File: src/msort_pkg.sv
// Shared types and constants of the merge sorter.
`timescale 1ns / 1ps
`default_nettype none

package msort_pkg;

    localparam int VALUE_W = 32;
    localparam int MAX_ITEMS_DEF = 64;

    typedef logic signed [VALUE_W-1:0] t_value;

    typedef struct packed {
        t_value value;
        logic   valid;
        logic   move;
    } t_cell_link;

    typedef struct packed {
        logic load;
        logic unload;
    } t_cell_ctrl;

    // The head of the row sees a full neighbor that never moves, so the first
    // cell at or past the insertion point takes the new value.
    localparam t_cell_link LINK_HEAD = '{value: '0, valid: 1'b1, move: 1'b0};
    // The tail of the row sees an empty neighbor, which shifts in on unload.
    localparam t_cell_link LINK_TAIL = '{value: '0, valid: 1'b0, move: 1'b0};

endpackage

`default_nettype wire

File: src/msort_cell.sv
// One cell of the sorting row: holds one element and trades with its neighbors.
`timescale 1ns / 1ps
`default_nettype none

module msort_cell (
    input  wire                     i_clk,
    input  wire                     i_rst_n,
    input  msort_pkg::t_cell_ctrl   i_ctrl,
    input  msort_pkg::t_value       i_x,
    input  msort_pkg::t_cell_link   i_left,
    input  msort_pkg::t_cell_link   i_right,
    output msort_pkg::t_cell_link   o_link
);

    msort_pkg::t_value r_value;
    logic              r_valid;
    logic              w_move;

    // A cell is at or past the insertion point when it is empty or holds a
    // strictly larger value, so equal values keep their arrival order.
    assign w_move = !r_valid || (r_value > i_x);

    always_ff @(posedge i_clk) begin
        if (!i_rst_n) begin
            r_valid <= 1'b0;
        end else if (i_ctrl.unload) begin
            r_valid <= i_right.valid;
        end else if (i_ctrl.load && w_move) begin
            r_valid <= r_valid || i_left.valid;
        end
    end

    always_ff @(posedge i_clk) begin
        if (i_ctrl.unload) begin
            r_value <= i_right.value;
        end else if (i_ctrl.load && w_move) begin
            r_value <= i_left.move ? i_left.value : i_x;
        end
    end

    assign o_link = '{value: r_value, valid: r_valid, move: w_move};

endmodule

`default_nettype wire

File: config.mk
export PLATFORM = sky130hd
export DESIGN_NAME = msort_cell
export DESIGN_NICKNAME = d
export VERILOG_FILES = /design/src/msort_pkg.sv /design/src/msort_cell.sv
export SDC_FILE = /design/constraint.sdc
export NUM_CORES = 1
export LEC_CHECK = 0
export ABC_CLOCK_PERIOD_IN_PS = 5800
export BUFFER_PORTS_ARGS = -buffer_cell sky130_fd_sc_hd__buf_2
export CAP_MARGIN = 15
export CORE_MARGIN = 5
export CORE_UTILIZATION = 45
export DETAILED_ROUTE_END_ITERATION = 8
export PLACE_DENSITY = 0.92
export SLEW_MARGIN = 25
export SYNTH_ARGS = -nofsm -noshare
export SYNTH_HDL_FRONTEND = slang
export SYNTH_SLANG_ARGS = --single-unit
File: constraint.sdc
create_clock -name i_clk -period 5.8 [get_ports i_clk]
set_input_delay 0.87 -clock i_clk [delete_from_list [all_inputs] [get_ports i_clk]]
set_output_delay 0.87 -clock i_clk [all_outputs]
set_load 0.05 [all_outputs]
=== Word level (Yosys, flattened, before mapping) ===
Cells that the tools add are included.

* Bits in registers: 33
* Latch bits: 0
* RAM bits: 0
* ROM bits: 0
* Bits of input ports: 104
* Output and inout port bits: 34
* Logic and storage cells: 13
* Memories kept: 0

* $add $sub $neg: 0
* $mul: 0
* Divide/modulo/power cells: 0
* $lt $le $gt $ge: 1
* Equal/unequal tests: 0
* Shift operators: 0
* Multiplexer cells: 5
* Bitwise gates (word level): 0
* Reduce and logical (&&, ||, !) cells: 5

{| class="wikitable"
|+ Operators by type and width
! kind !! count
|-
| $mux 32 || 3
|-
| $gt 32x32->1 || 1
|-
| $logic_or 1x1->1 || 2
|-
| $mux 1 || 2
|-
| $reduce_bool 2->1 || 1
|-
| $logic_and 1x1->1 || 1
|-
| $logic_not 1->1 || 1
|}

=== Longest topological paths before layout ===
* Depth in word-level cells: 5
* Mapped depth: 9
* Mapped depth without buffers: 8

=== Least setup slack after synthesis ===
No wires, ideal clock.

* Path type: input-to-reg
* Start point: in i_x[14]
* End point: reg r_value[0], enable pin
* Setup time: 0.472 ns
* Arrival time: 4.453 ns
* Data required time: 5.328 ns
* Slack: 0.876 ns
* Stages on the path: 7
* Path buffers: 0
* Path through: inv_1 > ha_1 > nand4_1 > nor4_1 > a211o_1 > a211oi_2 > o311ai_1

* Longest elaborated chain between the ends: 4

{| class="wikitable"
|+ RTL lines
! what !! RTL line !! RTL
|-
| start: declaration || msort_cell.sv:9 || <nowiki>input msort_pkg::t_value i_x,</nowiki>
|-
| $gt 32x32->1 || msort_cell.sv:21 || <nowiki>assign w_move = !r_valid || (r_value > i_x);</nowiki>
|-
| $logic_or 1x1->1 || msort_cell.sv:21 ||
|-
| $logic_and 1x1->1 || msort_cell.sv:36 || <nowiki>end else if (i_ctrl.load && w_move) begin</nowiki>
|-
| $reduce_bool 2->1 (no source line) || -- ||
|-
| end signal: assignment || msort_cell.sv:35 || <nowiki>r_value <= i_right.value;</nowiki>
|-
| end signal: assignment || msort_cell.sv:37 || <nowiki>r_value <= i_left.move ? i_left.value : i_x;</nowiki>
|-
| end: declaration || msort_cell.sv:15 || <nowiki>msort_pkg::t_value r_value;</nowiki>
|}

Every way passes these cells.
A chain may end at the register's enable or synchronous reset.

==> reports/qor.yml <==
worst_setup_path:
  path_class: "in2out"
  rr_endpoint: "r_value[6]"
  crit_path_max_incr_delay_ns: 0.40
  start_kind: "input port"
  rrSetupSlack_ns: 2.55
  worstPathCellList: "buf_2 > inv_1 > ha_1 > a21oi_1 > o21ai_0 > a221oi_1 > o21ai_0 > a211oi_2 > o21ai_0 > buf_2"
  r2r_cells: 6
  timing.rr.start: "r_value[31]"
  cp_max_fo: 3
  end_kind: "output pin"
  cp.arrival_ns: 2.91
  critPathRequiredTime_ns: 4.93
  slowest_stage: "a221oi_1"
  crit_top_cell: "o21ai_0"
routing:
  drt-initial-drc-count: 39
  postRouteAntennaNets: 0
  vias: 2321
  drc: 0
  drtPass1Iterations: 4
  wl_per_cell_um: 14.17
  viasPerCell: 4.959
  routed_wl_um: 6630
pwr:
  pwr-share-clk: 0.209
  switching_share: 0.3845
  switchingPower_uw: 297.8
  p_seq_frac: 0.404
  p_leak_uw: 0.001765
  power.density_nw_per_um2: 234.6
  irDropWorstVdd_mv: 0.1272
  pwr-share-comb: 0.387
  p_int_uw: 476.7
sta:
  period_share: 0.6526
  maxSlewViolCount: 0
  fmax_mhz: 264.2
  setup_viol_count_final: 0
  finalSetupTns_ns: 0
  slew_headroom: 0.3582
  final_hold_viol_count: 0
  worst_clock_skew_ns: 0.009163
  period_minus_slack_ns: 3.785
  worst_pin_slew_ns: 0.9628
  rsz0062_at_grt: "false"
  timing.hold.ws_ns: 0.5934
clocking:
  htreeDepth: 2
  clock_sinks: 33
  clock_path_buffers: 2
  cts_buffers: 5
  ctsResizeCount: 0
  cts_tree: "done"
  cts_root_buf: "clkbuf_8"
  clkTransAtPathRegs_ns: 0.06
  cts_setup_buffers: 0
  ctsHoldBuffers: 0
  clock_latency_ns: 0.28
hold_path:
  hold_class: "reg2reg"
  min_from: "r_valid"
  hold_end: "r_valid"
  holdPathStages: 2
logic_synthesis:
  synth_xor_area_frac: 0
  synth_top_family_by_area: "adder cells"
  post_synth.cell_area_avg_um2: 9.391
  synth.area.top_cells: "edfxtp_1, ha_1, mux2i_1"
  synth_area_um2: 2489
  synth_adder_area_share: 0.1609
  muxShareOfSynthArea: 0.1287
  synth_nets: 401
  ys_warn_count: 0
  yosysTopAreaCell: "edfxtp_1"
  synth_seq_cells: 33
  netlist.area_leader.share: 0.3861
  syn-instance-count: 265
  yosysUniqueCellTypes: 26
  synth-compound-area-share: 0.1373
  ys_seq_area_frac: 0.3942
  synthSimpleGateAreaFrac: 0.1021
floorplan:
  dieArea_um2: 7117
  dieWidth_um: 84.37
  dieHeight_um: 84.37
  rows: 27
  start_util: 0.4576
  core_area_um2: 5439
  pin_count: 138
placement:
  port_buffers: 136
  hpwl_um: 5389
  routabilityCongestion: 0.8366
grt:
  grt_pass1_vias: 2414
  antenna_found_initial: 0
  grt_pass1_wl_um: 10390
  grt_usage: 0.1790
  grt_max_degree: 66
  gr-total-overflow: 0
cells_and_area:
  final_nets: 532
  mostFrequentLayoutCells: "buf_2, nand2_1, o21ai_0"
  drive_above_1_share: 0.3636
  antenna_cells: 0
  syn_to_final_growth_pct: 32.63
  final_common_cell: "buf_2"
job:
  max_cap_violations: 0
run_status:
  status: "finished, final reports clean"
worst max-delay path by stage:
stage / startpoint / end / slack, ns / cells after the start
2_1_floorplan: i_x[14] / r_value[0] / 0.88 / 7
3_3_place_gp: i_x[14] / r_value[2] / 2.02 / 9
3_5_place_dp: i_x[14] / r_value[1] / 1.98 / 9
4_1_cts: i_x[19] / o_link[0] / 2.02 / 10
5_1_grt: i_x[19] / o_link[0] / 1.79 / 10
6_report: i_x[19] / o_link[0] / 2.02 / 10
sequential cells by signal, indices dropped and copies added (netlist names):
signal   count
r_value     32
r_valid      1
Yosys cell counts (all sizes together):
master / instances
a211o: 1
a211oi: 2
a21o: 2
a21oi: 14
a221o: 1
a221oi: 1
and4: 1
buf: 5
clkbuf: 8
dfxtp: 1
edfxtp: 32
ha: 32
inv: 35
mux2i: 32
nand2: 40
nand2b: 1
nand3: 3
nand3b: 1
nand4: 6
nor2: 3
nor3: 1
nor4: 2
o21ai: 40
o311ai: 1
metrics by stage:
step / utilization / worst slack (ns) / total power, µW / cell area [µm²] / std cells
finish: 0.6069 / 2.015 / 774.5 / 3301 / 468
floorplan: - / 0.8756 / 523.9 / 2489 / 265
global route: 0.6069 / 1.792 / 821.2 / 3301 / 468
detailed placement: 0.5928 / 1.975 / 619.8 / 3224 / 461
global placement: 0.5928 / 2.016 / 609.1 / 3224 / 461
CTS: 0.6069 / 2.016 / 782.4 / 3301 / 468
power by group through the flow:
stage               Combinational (µW)  Clock (µW)  Sequential (µW)
CTS                                303         167              313
floorplan                          108           0              416
finish                             300         162              313
global route                       328         177              316
global placement                   293           0              316
detailed placement                 302           0              318
worst max-delay path: cells and delay by family:
family	cells	cell delay, ns
compound gates	6	1.36
buf+inv	3	0.36
fa+ha+maj	1	0.31
kinds of logic after synthesis:
logic type | count (synthesis)
DFF | 33
adders and majority gates | 32
AOI/OAI and AO/OA | 62
muxes | 32
and+or+nand+nor | 58
buffers and inverters | 48
area by class of cell:
| class | instances | area [µm²] |
|---|---|---|
| Clock buffer | 6 | 72.57 |
| Clock inverter | 1 | 3.754 |
| Fill cell | 456 | 2138 |
| Inverter | 35 | 131.4 |
| Multi-Input combinational cell | 184 | 1334 |
| Sequential cell | 33 | 980.9 |
| Tap cell | 72 | 90.09 |
| Timing Repair Buffer | 137 | 688.2 |
per-layer routing:
layer  share of wire  up-vias  global-route usage  routed length (µm)
met3           0.082       10             0.05594                 542
met2            0.52       82              0.3529                3439
met4           0.017        0             0.05324                 112
met5               0        -                   0                   0
li1                -     1202                   -                   -
met1            0.38     1027              0.1766                2535
No activity file was read; power rests on OpenSTA's default activity.
